===== src/rtl/core/pbt_pkg.sv =====
// ============================================================================
// pbt_pkg: shared types and constants of the proximity baseline tracker
// Field widths, the register map and the configuration and lane control types.
// ============================================================================
package pbt_pkg;

  localparam int READ_W   = 20;
  localparam int REPORT_W = 15;
  localparam int COUNT_W  = 8;
  localparam int ADDR_W   = 4;
  localparam int DATA_W   = 32;

  localparam logic [REPORT_W-1:0] REPORT_MAX = {REPORT_W{1'b1}};

  // Register indexes, taken from paddr[3:2].
  localparam logic [1:0] REG_RISE_SPAN        = 2'd0;
  localparam logic [1:0] REG_PEAK_WINDOW      = 2'd1;
  localparam logic [1:0] REG_NEGATIVE_LIMIT   = 2'd2;
  localparam logic [1:0] REG_CHANGE_TOLERANCE = 2'd3;

  localparam logic [7:0]         RISE_SPAN_RST        = 8'd50;
  localparam logic [7:0]         PEAK_WINDOW_RST      = 8'd2;
  localparam logic signed [15:0] NEGATIVE_LIMIT_RST   = -16'sd30;
  localparam logic [7:0]         CHANGE_TOLERANCE_RST = 8'd5;

  typedef struct packed {
    logic [7:0]         rise_span;
    logic [7:0]         peak_window;
    logic signed [15:0] negative_limit;
    logic [7:0]         change_tolerance;
  } pbt_cfg_t;

  // Per-cycle control that the top level hands to every lane.
  typedef struct packed {
    logic accept;   // a request enters the first stage this cycle
    logic in_load;  // the entering request is a baseline load
    logic fire;     // the first stage moves into the output register
    logic s1_load;  // the first stage holds a baseline load
  } pbt_lane_ctrl_t;

endpackage


===== src/rtl/core/proximity_baseline_tracker_top.sv =====
// ============================================================================
// proximity_baseline_tracker_top: two-channel capacitive proximity tracker
// Baseline tracking, proximity report and change flag for channels A and B.
// ============================================================================
// Usage. Requests arrive on the in_ channel (in_valid, in_stall, in_kind,
// in_value_a, in_value_b) and are accepted at a clock edge with in_valid high
// and in_stall low. A kind 0 request carries one reading per channel; a
// kind 1 request loads both baselines and returns the previous reports with
// out_changed low. Every request yields exactly one result on the out_
// channel, taken at an edge with out_valid high and out_stall low.
// A request passes the history and running sum stage, then the baseline
// update into the output register. Throughput is one request per cycle
// while out_stall is low, since each lane finishes its baseline update before
// the next request reaches it. While the receiver stalls, the output register
// holds its result and the first stage still takes one more request; in_stall
// rises only when both are full. Synchronous active-low reset clears the
// histories, baselines, peaks, window counts and last reports and restores the
// register defaults (rise span 50, peak window 2, negative limit -30, change
// tolerance 5). Registers sit on an APB-style port at byte addresses 0, 4, 8
// and 12. Write them only while no request is in flight; nothing enforces it.
// ============================================================================
module proximity_baseline_tracker_top import pbt_pkg::*; #(
  parameter int HISTORY_DEPTH = 4
) (
  input  logic                     clk,
  input  logic                     rst_n,
  // Input request channel.
  input  logic                     in_valid,
  output logic                     in_stall,
  input  logic                     in_kind,
  input  logic signed [READ_W-1:0] in_value_a,
  input  logic signed [READ_W-1:0] in_value_b,
  // Result channel.
  output logic                     out_valid,
  input  logic                     out_stall,
  output logic [REPORT_W-1:0]      out_proximity_a,
  output logic [REPORT_W-1:0]      out_proximity_b,
  output logic                     out_changed,
  // Configuration port.
  input  logic                     psel,
  input  logic                     penable,
  input  logic                     pwrite,
  input  logic [ADDR_W-1:0]        paddr,
  input  logic [DATA_W-1:0]        pwdata,
  output logic [DATA_W-1:0]        prdata,
  output logic                     pready
);

  localparam int SLOT_W = $clog2(HISTORY_DEPTH);
  localparam logic [SLOT_W-1:0] SLOT_LAST = SLOT_W'(HISTORY_DEPTH - 1);

  pbt_cfg_t          cfg_r;
  logic              cfg_write;
  logic [1:0]        reg_index;
  logic [SLOT_W-1:0] slot_r;
  logic              s1_valid_r;
  logic              s1_load_r;
  logic              accept;
  logic              fire;
  pbt_lane_ctrl_t    lane_ctrl;
  logic [REPORT_W-1:0] report_a;
  logic [REPORT_W-1:0] report_b;
  logic              changed_a;
  logic              changed_b;

  // ---------------------------------------------------------------------------
  // Configuration registers. pready is tied high, so every access completes in
  // its access cycle. Reads return the raw register bits, zero-extended.
  // ---------------------------------------------------------------------------
  assign pready    = 1'b1;
  assign reg_index = paddr[3:2];
  assign cfg_write = psel && penable && pwrite && pready;

  always_ff @(posedge clk) begin
    if (!rst_n) begin
      cfg_r.rise_span        <= RISE_SPAN_RST;
      cfg_r.peak_window      <= PEAK_WINDOW_RST;
      cfg_r.negative_limit   <= NEGATIVE_LIMIT_RST;
      cfg_r.change_tolerance <= CHANGE_TOLERANCE_RST;
    end else if (cfg_write) begin
      case (reg_index)
        REG_RISE_SPAN:        cfg_r.rise_span        <= pwdata[7:0];
        REG_PEAK_WINDOW:      cfg_r.peak_window      <= pwdata[7:0];
        REG_NEGATIVE_LIMIT:   cfg_r.negative_limit   <= pwdata[15:0];
        REG_CHANGE_TOLERANCE: cfg_r.change_tolerance <= pwdata[7:0];
        default: ;
      endcase
    end
  end

  always_comb begin
    case (reg_index)
      REG_RISE_SPAN:        prdata = DATA_W'(cfg_r.rise_span);
      REG_PEAK_WINDOW:      prdata = DATA_W'(cfg_r.peak_window);
      REG_NEGATIVE_LIMIT:   prdata = DATA_W'($unsigned(cfg_r.negative_limit));
      REG_CHANGE_TOLERANCE: prdata = DATA_W'(cfg_r.change_tolerance);
      default:              prdata = '0;
    endcase
  end

  // ---------------------------------------------------------------------------
  // Flow control. The first stage frees up whenever its request moves into the
  // output register, so a new request can enter in the same cycle.
  // ---------------------------------------------------------------------------
  assign in_stall = s1_valid_r && !fire;
  assign accept   = in_valid && !in_stall;

  always_ff @(posedge clk) begin
    if (!rst_n) begin
      s1_valid_r <= 1'b0;
    end else if (accept) begin
      s1_valid_r <= 1'b1;
    end else if (fire) begin
      s1_valid_r <= 1'b0;
    end
  end

  always_ff @(posedge clk) begin
    if (accept) begin
      s1_load_r <= in_kind;
    end
  end

  // The history slot is shared by both channels and advances on measurements.
  always_ff @(posedge clk) begin
    if (!rst_n) begin
      slot_r <= '0;
    end else if (accept && !in_kind) begin
      slot_r <= (slot_r == SLOT_LAST) ? '0 : slot_r + SLOT_W'(1);
    end
  end

  always_comb begin
    lane_ctrl.accept  = accept;
    lane_ctrl.in_load = in_kind;
    lane_ctrl.fire    = fire;
    lane_ctrl.s1_load = s1_load_r;
  end

  // ---------------------------------------------------------------------------
  // Two identical lanes, one per channel, and the merge into the result.
  // ---------------------------------------------------------------------------
  pbt_lane #(
    .HISTORY_DEPTH(HISTORY_DEPTH)
  ) u_lane_a (
    .clk     (clk),
    .rst_n   (rst_n),
    .ctrl    (lane_ctrl),
    .slot    (slot_r),
    .value   (in_value_a),
    .cfg     (cfg_r),
    .report  (report_a),
    .changed (changed_a)
  );

  pbt_lane #(
    .HISTORY_DEPTH(HISTORY_DEPTH)
  ) u_lane_b (
    .clk     (clk),
    .rst_n   (rst_n),
    .ctrl    (lane_ctrl),
    .slot    (slot_r),
    .value   (in_value_b),
    .cfg     (cfg_r),
    .report  (report_b),
    .changed (changed_b)
  );

  pbt_merge u_merge (
    .clk             (clk),
    .rst_n           (rst_n),
    .s1_valid        (s1_valid_r),
    .report_a        (report_a),
    .report_b        (report_b),
    .changed_a       (changed_a),
    .changed_b       (changed_b),
    .out_stall       (out_stall),
    .fire            (fire),
    .out_valid       (out_valid),
    .out_proximity_a (out_proximity_a),
    .out_proximity_b (out_proximity_b),
    .out_changed     (out_changed)
  );

endmodule


===== src/rtl/core/pbt_lane.sv =====
// ============================================================================
// pbt_lane: one channel of the proximity baseline tracker
// History and running sum in the first stage; baseline, peak window, report
// and change detection as the request moves to the output register.
// ============================================================================
module pbt_lane import pbt_pkg::*; #(
  parameter int HISTORY_DEPTH = 4
) (
  input  logic                                 clk,
  input  logic                                 rst_n,
  input  pbt_lane_ctrl_t                       ctrl,
  input  logic [$clog2(HISTORY_DEPTH)-1:0]     slot,
  input  logic signed [READ_W-1:0]             value,
  input  pbt_cfg_t                             cfg,
  output logic [REPORT_W-1:0]                  report,
  output logic                                 changed
);

  localparam int SUM_W = READ_W + $clog2(HISTORY_DEPTH);
  localparam int TOT_W = SUM_W - 1;
  localparam int CW    = TOT_W + 1;

  logic signed [READ_W-1:0] hist_r [HISTORY_DEPTH];
  logic signed [SUM_W-1:0]  sum_r;
  logic signed [SUM_W-1:0]  sum_nxt;
  logic signed [TOT_W-1:0]  s1_val_r;

  logic signed [TOT_W-1:0]  base_r;
  logic signed [TOT_W-1:0]  base_nxt;
  logic signed [TOT_W-1:0]  peak_r;
  logic signed [TOT_W-1:0]  peak_nxt;
  logic [COUNT_W-1:0]       wc_r;
  logic [COUNT_W-1:0]       wc_nxt;
  logic [REPORT_W-1:0]      last_r;

  logic signed [TOT_W-1:0]  peak_cand;
  logic signed [TOT_W-1:0]  base1;
  logic signed [CW-1:0]     tot_w;
  logic signed [CW-1:0]     base_w;
  logic signed [CW-1:0]     base1_w;
  logic signed [CW-1:0]     peak_w;
  logic signed [CW-1:0]     diff;
  logic signed [CW-1:0]     prox;
  logic signed [CW-1:0]     span_w;
  logic signed [CW-1:0]     quarter_w;
  logic signed [CW-1:0]     neg_w;
  logic                     above;
  logic                     adopt;
  logic [REPORT_W-1:0]      rep;
  logic [8:0]               lo;
  logic [8:0]               last_lo;
  logic [8:0]               tol;

  // The running sum replaces the entry at the slot, so the total costs one subtract and one add.
  always_comb begin
    sum_nxt = sum_r - SUM_W'(hist_r[slot]) + SUM_W'(value);
  end

  always_ff @(posedge clk) begin
    if (!rst_n) begin
      sum_r <= '0;
      for (int i = 0; i < HISTORY_DEPTH; i++) begin
        hist_r[i] <= '0;
      end
    end else if (ctrl.accept && !ctrl.in_load) begin
      hist_r[slot] <= value;
      sum_r        <= sum_nxt;
    end
  end

  // Floor of half the sum is an arithmetic shift; a load carries its baseline.
  always_ff @(posedge clk) begin
    if (ctrl.accept) begin
      s1_val_r <= ctrl.in_load ? TOT_W'(value) : sum_nxt[SUM_W-1:1];
    end
  end

  always_comb begin
    tot_w     = CW'(s1_val_r);
    base_w    = CW'(base_r);
    span_w    = CW'(cfg.rise_span);
    quarter_w = CW'(cfg.rise_span[7:2]);
    neg_w     = CW'(cfg.negative_limit);
    diff      = tot_w - base_w;
    above     = !diff[CW-1] && (diff != '0);

    if ((wc_r == '0) || (peak_r < s1_val_r)) begin
      peak_cand = s1_val_r;
    end else begin
      peak_cand = peak_r;
    end
    peak_w = CW'(peak_cand);

    if (!above) begin
      wc_nxt = '0;
    end else if (wc_r < cfg.peak_window) begin
      wc_nxt = wc_r + COUNT_W'(1);
    end else begin
      wc_nxt = '0;
    end

    adopt = above && ((wc_nxt == '0) || (peak_w <= base_w + quarter_w)) &&
            (peak_w <= base_w + span_w);
    base1   = adopt ? peak_cand : base_r;
    base1_w = CW'(base1);
    prox    = tot_w - base1_w;

    // A deep negative excursion snaps the baseline to the current total.
    base_nxt = (prox < neg_w) ? s1_val_r : base1;
    peak_nxt = above ? peak_cand : peak_r;

    if (prox[CW-1]) begin
      rep = '0;
    end else if (prox > CW'(REPORT_MAX)) begin
      rep = REPORT_MAX;
    end else begin
      rep = prox[REPORT_W-1:0];
    end

    lo      = {1'b0, rep[7:0]};
    last_lo = {1'b0, last_r[7:0]};
    tol     = {1'b0, cfg.change_tolerance};

    if (ctrl.s1_load) begin
      report  = last_r;
      changed = 1'b0;
    end else begin
      report  = rep;
      changed = (rep[REPORT_W-1:8] != last_r[REPORT_W-1:8]) ||
                (lo + tol < last_lo) || (lo > last_lo + tol);
    end
  end

  always_ff @(posedge clk) begin
    if (!rst_n) begin
      base_r <= '0;
      peak_r <= '0;
      wc_r   <= '0;
      last_r <= '0;
    end else if (ctrl.fire) begin
      if (ctrl.s1_load) begin
        base_r <= s1_val_r;
      end else begin
        base_r <= base_nxt;
        peak_r <= peak_nxt;
        wc_r   <= wc_nxt;
        last_r <= rep;
      end
    end
  end

endmodule


===== src/rtl/core/pbt_merge.sv =====
// ============================================================================
// pbt_merge: result merge and output register
// Combines the lane change flags and holds the result until it is taken.
// ============================================================================
module pbt_merge import pbt_pkg::*; (
  input  logic                clk,
  input  logic                rst_n,
  input  logic                s1_valid,
  input  logic [REPORT_W-1:0] report_a,
  input  logic [REPORT_W-1:0] report_b,
  input  logic                changed_a,
  input  logic                changed_b,
  input  logic                out_stall,
  output logic                fire,
  output logic                out_valid,
  output logic [REPORT_W-1:0] out_proximity_a,
  output logic [REPORT_W-1:0] out_proximity_b,
  output logic                out_changed
);

  logic                out_valid_r;
  logic [REPORT_W-1:0] prox_a_r;
  logic [REPORT_W-1:0] prox_b_r;
  logic                changed_r;
  logic                out_ready;

  assign out_ready = !out_valid_r || !out_stall;
  assign fire      = s1_valid && out_ready;

  always_ff @(posedge clk) begin
    if (!rst_n) begin
      out_valid_r <= 1'b0;
    end else if (out_ready) begin
      out_valid_r <= s1_valid;
    end
  end

  always_ff @(posedge clk) begin
    if (fire) begin
      prox_a_r  <= report_a;
      prox_b_r  <= report_b;
      changed_r <= changed_a || changed_b;
    end
  end

  assign out_valid       = out_valid_r;
  assign out_proximity_a = prox_a_r;
  assign out_proximity_b = prox_b_r;
  assign out_changed     = changed_r;

endmodule

===== config.mk =====
export PLATFORM = sky130hd
export DESIGN_NAME = proximity_baseline_tracker_top
export DESIGN_NICKNAME = d
export VERILOG_FILES = /design/src/rtl/core/pbt_pkg.sv /design/src/rtl/core/proximity_baseline_tracker_top.sv /design/src/rtl/core/pbt_lane.sv /design/src/rtl/core/pbt_merge.sv
export SDC_FILE = /design/constraint.sdc
export NUM_CORES = 2
export LEC_CHECK = 0
export BUFFER_PORTS_ARGS = -buffer_cell sky130_fd_sc_hd__buf_2
export CAP_MARGIN = 20
export CORE_MARGIN = 4
export CORE_UTILIZATION = 60
export CTS_CLUSTER_DIAMETER = 40
export DETAILED_ROUTE_END_ITERATION = 8
export HOLD_SLACK_MARGIN = 0.05
export PLACE_DENSITY = 0.77
export SLEW_MARGIN = 20
export SYNTH_ARGS = -nofsm -noshare
export SYNTH_HDL_FRONTEND = slang
export SYNTH_SLANG_ARGS = --single-unit

===== constraint.sdc =====
create_clock -name clk -period 14.15 [get_ports clk]
set_clock_uncertainty 0.2 [all_clocks]
set_input_delay 2.83 -clock clk [delete_from_list [all_inputs] [get_ports clk]]
set_output_delay 2.83 -clock clk [all_outputs]
set_load 0.01 [all_outputs]

# Yosys cells after proc, flatten, opt, wreduce, memory -nomap -nowiden
# Memory sizes are Yosys's and may differ from the RTL's. A register that Yosys moved wholly into a read port is not among the register bits.
# Cells that the tools add are included.
# word_totals
rom_bits	0
latchBits	0
ramBits	160
inputBits	84
n_memories	2
regBits	292
output_inout_bits	66
# memory_table
name	words	width	rd	rd_ports_with_merged_regs	wr	line	source
u_lane_a.hist_r	4	20	1	1	4	pbt_lane.sv:23	logic signed [READ_W-1:0] hist_r [HISTORY_DEPTH];
u_lane_b.hist_r	4	20	1	1	4	pbt_lane.sv:23	
# op_classes
n_lt_le_gt_ge	16
addsub	19
muxes	40
mul	0
n_shift	0
eq_ne	6
bitwise_logic	1
div	0
n_reduce_logical	46
# ops
op	count
21-bit two-way mux	10
32-bit one-hot mux with 4 select lines	1
15-bit two-way mux	6
21-bit by 22-bit less-or-equal comparator with 1-bit output	4
21-bit by 21-bit subtractor with 22-bit output	4
21-bit by 7-bit adder with 22-bit output	2
21-bit by 9-bit adder with 22-bit output	2
22-bit by 20-bit adder with 22-bit output	2
22-bit by 15-bit greater-than comparator with 1-bit output, second input constant	2
22-bit by 16-bit less-than comparator with 1-bit output	2
22-bit nonzero test	2
22-bit by 20-bit subtractor with 22-bit output	2
21-bit less-than comparator	2
20-bit two-way mux	2
20-bit OR reduction	2
8-bit by 8-bit adder with 9-bit output	4
8-bit logical NOT	4
8-bit two-way mux	4
8-bit by 9-bit greater-than comparator with 1-bit output	2
9-bit by 8-bit less-than comparator with 1-bit output	2
8-bit by 1-bit adder with 8-bit output, second input constant	2
8-bit less-than comparator	2
2-bit two-way mux	7
7-bit != test	2
12 further kinds	54

# Longest topological paths before layout
# depth
depth_word	19
mapped_depth	52

# Cells and area by module
# From an unflattened synthesis, not the netlist that was laid out.
# hier_totals
hier_cells	4272
hier_area_um2	37571.0
# modules_own_cells
mod	area_each_um2	cells_per_inst	instances
pbt_lane at u_lane_b	17306.6	2041	1
pbt_lane at u_lane_a	17123.9	1976	1
proximity_baseline_tracker_top	2164.6	219	1
pbt_merge	975.9	36	1

# Worst setup path after synthesis
# No wires, ideal clock.
# synth_path
path_type	reg-to-reg
startpoint	register u_lane_a.s1_val_r[9]
endpoint	register u_merge.changed_r, in the netlist u_merge.out_changed (data pin)
setup_slack_ps	3112
arrival_ps	10568
setup_ps	270
n_path_buf	4
t_required_ps	13680
stages_incl_launch_ff	49
path_cell_list	edfxtp_1 > inv_1 > ha_1 > a21o_1 > a211o_1 > a2111oi_0 > a21oi_1 > o21bai_1 > buf_1 > buf_2 > mux2i_1 > inv_1 > ha_1 > o21a_1 > o21a_1 > o21ai_0 > a21oi_1 > nor2_1 > (+13 left out) > and4_1 > clkbuf_1 > a21oi_1 > ha_1 > fa_1 > a21o_1 > maj3_1 > a31o_2 > a21oi_1 > xnor2_1 > ha_1 > o21ai_0 > a2bb2oi_1 > o22a_1 > o2111a_1 > nand4_1 > a2111oi_2 > a31oi_1
# synth_between
elab_cells_between_ends	27
cone_classes	add/sub (3); order compare (6); eq/ne (1); mux (6); reduce/logical (11)
# synth_lines
element	line	source
start, declared	pbt_lane.sv:26	logic signed [TOT_W-1:0] s1_val_r;
start signal, assigned	pbt_lane.sv:74	s1_val_r <= ctrl.in_load ? TOT_W'(value) : sum_nxt[SUM_W-1:1];
21-bit less-than comparator (*)	pbt_lane.sv:87	if ((wc_r == '0) || (peak_r < s1_val_r)) begin
1-bit logical OR (*)	pbt_lane.sv:87	
21-bit two-way mux (*)	pbt_lane.sv:87	
via u_lane_a.peak_cand[2]	pbt_lane.sv:36	logic signed [TOT_W-1:0] peak_cand;
21-bit by 22-bit less-or-equal comparator with 1-bit output	pbt_lane.sv:102	adopt = above && ((wc_nxt == '0) || (peak_w <= base_w + quarter_w)) &&
1-bit logical OR	pbt_lane.sv:102	
1-bit logical AND (2 in series)	pbt_lane.sv:102	
21-bit two-way mux (*)	pbt_lane.sv:104	base1 = adopt ? peak_cand : base_r;
(+2 left out)	-	
15-bit two-way mux	pbt_lane.sv:114	end else if (prox > CW'(REPORT_MAX)) begin
15-bit two-way mux (*)	pbt_lane.sv:112	if (prox[CW-1]) begin
8-bit by 8-bit adder with 9-bit output	pbt_lane.sv:130	(lo + tol < last_lo) || (lo > last_lo + tol);
9-bit by 8-bit less-than comparator with 1-bit output	pbt_lane.sv:130	
1-bit logical OR	pbt_lane.sv:129	changed = (rep[REPORT_W-1:8] != last_r[REPORT_W-1:8]) ||
1-bit logical OR (*)	pbt_lane.sv:130	
1-bit two-way mux (*)	pbt_lane.sv:124	if (ctrl.s1_load) begin
1-bit logical OR (*)	pbt_merge.sv:42	changed_r <= changed_a || changed_b;
end signal, assigned	pbt_merge.sv:42	
end, declared	pbt_merge.sv:24	logic changed_r;
# The timed path passes the listed nets; every way through them passes the cells marked *.
# A chain may end at the register's enable or synchronous reset.

# Worst setup path after layout
# layout_path
startpoint	register u_lane_b.s1_val_r[7]
endpoint	register u_merge.changed_r, in the netlist u_merge.out_changed (data pin)
# layout_between
elab_cells_between_ends	27
cone_classes	add/sub (3); order compare (6); eq/ne (1); mux (6); reduce/logical (11)
# layout_lines
element	line
start, declared	pbt_lane.sv:26
start signal, assigned	pbt_lane.sv:74
21-bit less-than comparator (*)	pbt_lane.sv:87
1-bit logical OR (*)	pbt_lane.sv:87
21-bit two-way mux (*)	pbt_lane.sv:87
via u_lane_b.peak_cand[1]	pbt_lane.sv:36
21-bit by 22-bit less-or-equal comparator with 1-bit output	pbt_lane.sv:102
1-bit logical OR	pbt_lane.sv:102
1-bit logical AND (2 in series)	pbt_lane.sv:102
21-bit two-way mux (*)	pbt_lane.sv:104
(+2 left out)	-
15-bit two-way mux	pbt_lane.sv:114
15-bit two-way mux (*)	pbt_lane.sv:112
8-bit by 8-bit adder with 9-bit output	pbt_lane.sv:130
9-bit by 8-bit less-than comparator with 1-bit output	pbt_lane.sv:130
1-bit logical OR	pbt_lane.sv:129
1-bit logical OR (*)	pbt_lane.sv:130
1-bit two-way mux (*)	pbt_lane.sv:124
1-bit logical OR (*)	pbt_merge.sv:42
# Marked as above.

==> impl_metrics.tcl <==
set metrics [dict create \
    outcome "completed" \
    ir_drop_uv 113 \
    cts.htree.levels 3 \
    post_layout_nonfiller_instances 5155 \
    avgSynthCellArea_um2 8.74 \
    synthesis.yosys.warnings 0 \
    final_net_count 4838 \
    clock_latency_ns 0.64 \
    cp.required_ns 14.41 \
    path_delay_family "compound AO/OA/AOI/OAI gates" \
    totalPowerFinal_mw 8.17 \
    timing.critical_path.slowest_cell_delay_ns 0.66 \
    setup_viol_count_final 0 \
    postSynthRegisterBits 454 \
    placement.cell_area_um2 38200 \
    die_height_um 257 \
    synth_cell_type_count 90 \
    path_class "register to register" \
    area_growth_pct 10.9 \
    grt_usage_pct 30.3 \
    power.static_leakage_nw 17.5 \
    core_um2 60800 \
    achievable-frequency_mhz 76.3 \
    yosys_most_used_dff "sky130_fd_sc_hd__edfxtp_1" \
    post_cts_resize_count 0 \
    final_max_slew_viol_count 0 \
    numClockSinks 454 \
    worst_max_slew_margin_expressed_relative_to_the_limit_pct 29.3 \
    critical_path_arrival_ns 13.37 \
    clockBufferDepth 3 \
    cp_common_cell "sky130_fd_sc_hd__ha_1" \
    cts-root-buf "sky130_fd_sc_hd__clkbuf_16" \
    synth.cell_area_um2 37100 \
    cts_setup_buffers 0 \
    port_buffers 114 \
    ctsHoldBuffers 0 \
    hold_violations 0 \
    dr.first_iter.drc_count 2892 \
    drt-pass1-iter-count 6 \
    post_route_cells_drive_above_1_share_pct 9.94 \
    tritoncts_clock_tree "yes" \
    drt-vias-per-instance 6.21 \
    postRouteAntennaNets 0 \
    largest_net_degree_at_the_start_of_global_routing 83 \
    setup.worst_path.end_class "register" \
    detailedPlacementHpwl_um 74100 \
    grt.overflow.total 0 \
    critical_path_peak_fanout 21 \
    gp_congestion 0.952 \
    synth_edf_count 234 \
    placementRows 90 \
    place_inst 4992 \
    initial_core_util_pct 61.1 \
    fin_crit_ns 13.11 \
    timing.max_cap.violations 0 \
    detail_route.wl_per_cell_um 19.9 \
    fp.dieW_um 257 \
    worst_pin_slew_ns 1.05 \
    cellPowerDensity_nw_per_um2 198 \
    finalWirelength_um 102000 \
    io_pins 150 \
    design.die.area_um2 65900 \
    crit_path_top_delay_cell "sky130_fd_sc_hd__or4_4" \
    cts.reportedPaths.clkPinSlew_ns 0.05 \
    synth_cells 4248 \
    grt_pass1_vias 30834 \
    cp_num_buf_inv 3 \
    vias 32035 \
    grt_pass1_wl_um 163000 \
    seq_area_frac_synth_pct 30.8 \
    antenna_violations_before_repair 7 \
    kind_of_path_behind_the_tightest_hold_check "register to register" \
    fin_crit_sh_pct 92.6 \
    setup_repair_after_global_routing_missed_its_margin "no" \
    synthArstFlopShare_pct 0 \
    critical_path.startpoint_type "register" \
    timing.setup.tns_ns 0 \
    cts-buffers-inserted 83 \
    route.detailed.drc 0 \
    design_area_um2 41200 \
]
-- report_power, final --
part | switching (mW) | internal [mW] | total, mW | leakage [nW]
Combinational | 2.61 | 1.75 | 4.35 | 11.9
Clock | 0.752 | 1.32 | 2.07 | 1.41
Sequential | 0.174 | 1.57 | 1.74 | 4.17
Total | 3.53 | 4.64 | 8.17 | 17.5
-- stage by stage --
stage	hold slack (ns)	setup WS [ns]	util [%]
after floorplan	0.236	3.11	-
after global placement	0.245	1.31	62.9
after detailed placement	0.248	1.23	62.9
final	0.254	1.04	67.7
after CTS	0.255	1.12	67.7
after global routing	0.286	0.0384	67.7
-- sequential cells by signal, indices dropped and copies added (netlist names), 22 cells and up, named ones only --
name,count
u_lane_b.sum_r,22
u_lane_a.hist_r,80
cfg_r,40
u_lane_b.hist_r,80
u_lane_a.sum_r,22
-- worst min-delay path: cells and delay by family, from the launching register on --
| kind | cells | cell delay [ns] |
|---|---|---|
| AO/OA/AOI/OAI | 1 | 0.05 |
| flip-flops | 1 | 0.30 |
| AND/OR/NAND/NOR | 1 | 0.05 |
-- cells in the mapped netlist (51+ instances only) --
cell	number	area share, %
sky130_fd_sc_hd__edfxtp_1	234	19
sky130_fd_sc_hd__ha_1	403	14
sky130_fd_sc_hd__nor3_1	155	2.1
sky130_fd_sc_hd__clkbuf_1	158	1.6
sky130_fd_sc_hd__inv_1	412	4.2
sky130_fd_sc_hd__xnor2_1	138	3.3
sky130_fd_sc_hd__nand2b_1	55	0.93
sky130_fd_sc_hd__o211ai_1	51	1.0
sky130_fd_sc_hd__nor2_1	361	3.7
sky130_fd_sc_hd__o21ai_0	207	2.8
sky130_fd_sc_hd__nor4_1	60	1.0
sky130_fd_sc_hd__nand3_1	70	0.94
sky130_fd_sc_hd__and2_1	122	2.1
sky130_fd_sc_hd__fa_1	54	2.9
sky130_fd_sc_hd__o21a_1	52	1.1
sky130_fd_sc_hd__a21oi_1	252	3.4
sky130_fd_sc_hd__a21o_1	72	1.5
sky130_fd_sc_hd__dfxtp_1	220	12
sky130_fd_sc_hd__nand2_1	358	3.6
sky130_fd_sc_hd__mux2i_1	86	2.3
-- cell usage in the layout (no fill, tap or decap), types with 52 or more instances in the layout --
cell	instances
sky130_fd_sc_hd__a21o_1	71
sky130_fd_sc_hd__a21oi_1	252
sky130_fd_sc_hd__and2_1	122
sky130_fd_sc_hd__buf_2	113
sky130_fd_sc_hd__clkbuf_16	87
sky130_fd_sc_hd__dfxtp_1	216
sky130_fd_sc_hd__edfxtp_1	234
sky130_fd_sc_hd__fa_1	54
sky130_fd_sc_hd__ha_1	403
sky130_fd_sc_hd__inv_1	409
sky130_fd_sc_hd__mux2i_1	86
sky130_fd_sc_hd__nand2_1	356
sky130_fd_sc_hd__nand3_1	70
sky130_fd_sc_hd__nor2_1	360
sky130_fd_sc_hd__nor3_1	154
sky130_fd_sc_hd__nor4_1	60
sky130_fd_sc_hd__o21a_1	52
sky130_fd_sc_hd__o21ai_0	206
sky130_fd_sc_hd__xnor2_1	138
-- cell type report --
type / instances / area (um2)
inverter: 412 / 1550
fill: 4870 / 19600
clock buffer: 99 / 2280
tap: 782 / 978
sequential: 454 / 11400
antenna: 6 / 15.0
timing repair buffer: 155 / 881
multi-input combinational: 3191 / 23400
clock inverter: 56 / 634
-- path summary, 6_finish.rpt --
check | startpoint | endpoint | slack, ns | cells after the start
max | u_lane_b.s1_val_r[7]$_DFFE_PP_ | u_merge.out_changed$_DFFE_PP_ | 1.04 | 45
min reg2reg | u_lane_a.sum_r[19]$_SDFFE_PN0P_ | u_lane_a.sum_r[19]$_SDFFE_PN0P_ | 0.25 | 2
max reg2reg | u_lane_b.s1_val_r[7]$_DFFE_PP_ | u_merge.out_changed$_DFFE_PP_ | 1.04 | 45
min | u_lane_a.sum_r[19]$_SDFFE_PN0P_ | u_lane_a.sum_r[19]$_SDFFE_PN0P_ | 0.25 | 2
-- kinds of logic after synthesis --
kind of cell	synth area share, %
simple gates	18.0
compound gates	17.8
buf+inv	6.49
fa+ha+maj	16.6
flops	30.8
xor+xnor	4.25
mux	6.08
other cells	0.0202
-- per-layer routing --
layer / GRT usage, % / wire length, um
met1: 40.3 / 43100
met4: 12.4 / 4180
met5: 0 / 27
met2: 49.5 / 46700
met3: 4.89 / 8480
Power figures use the tool's default switching activity.
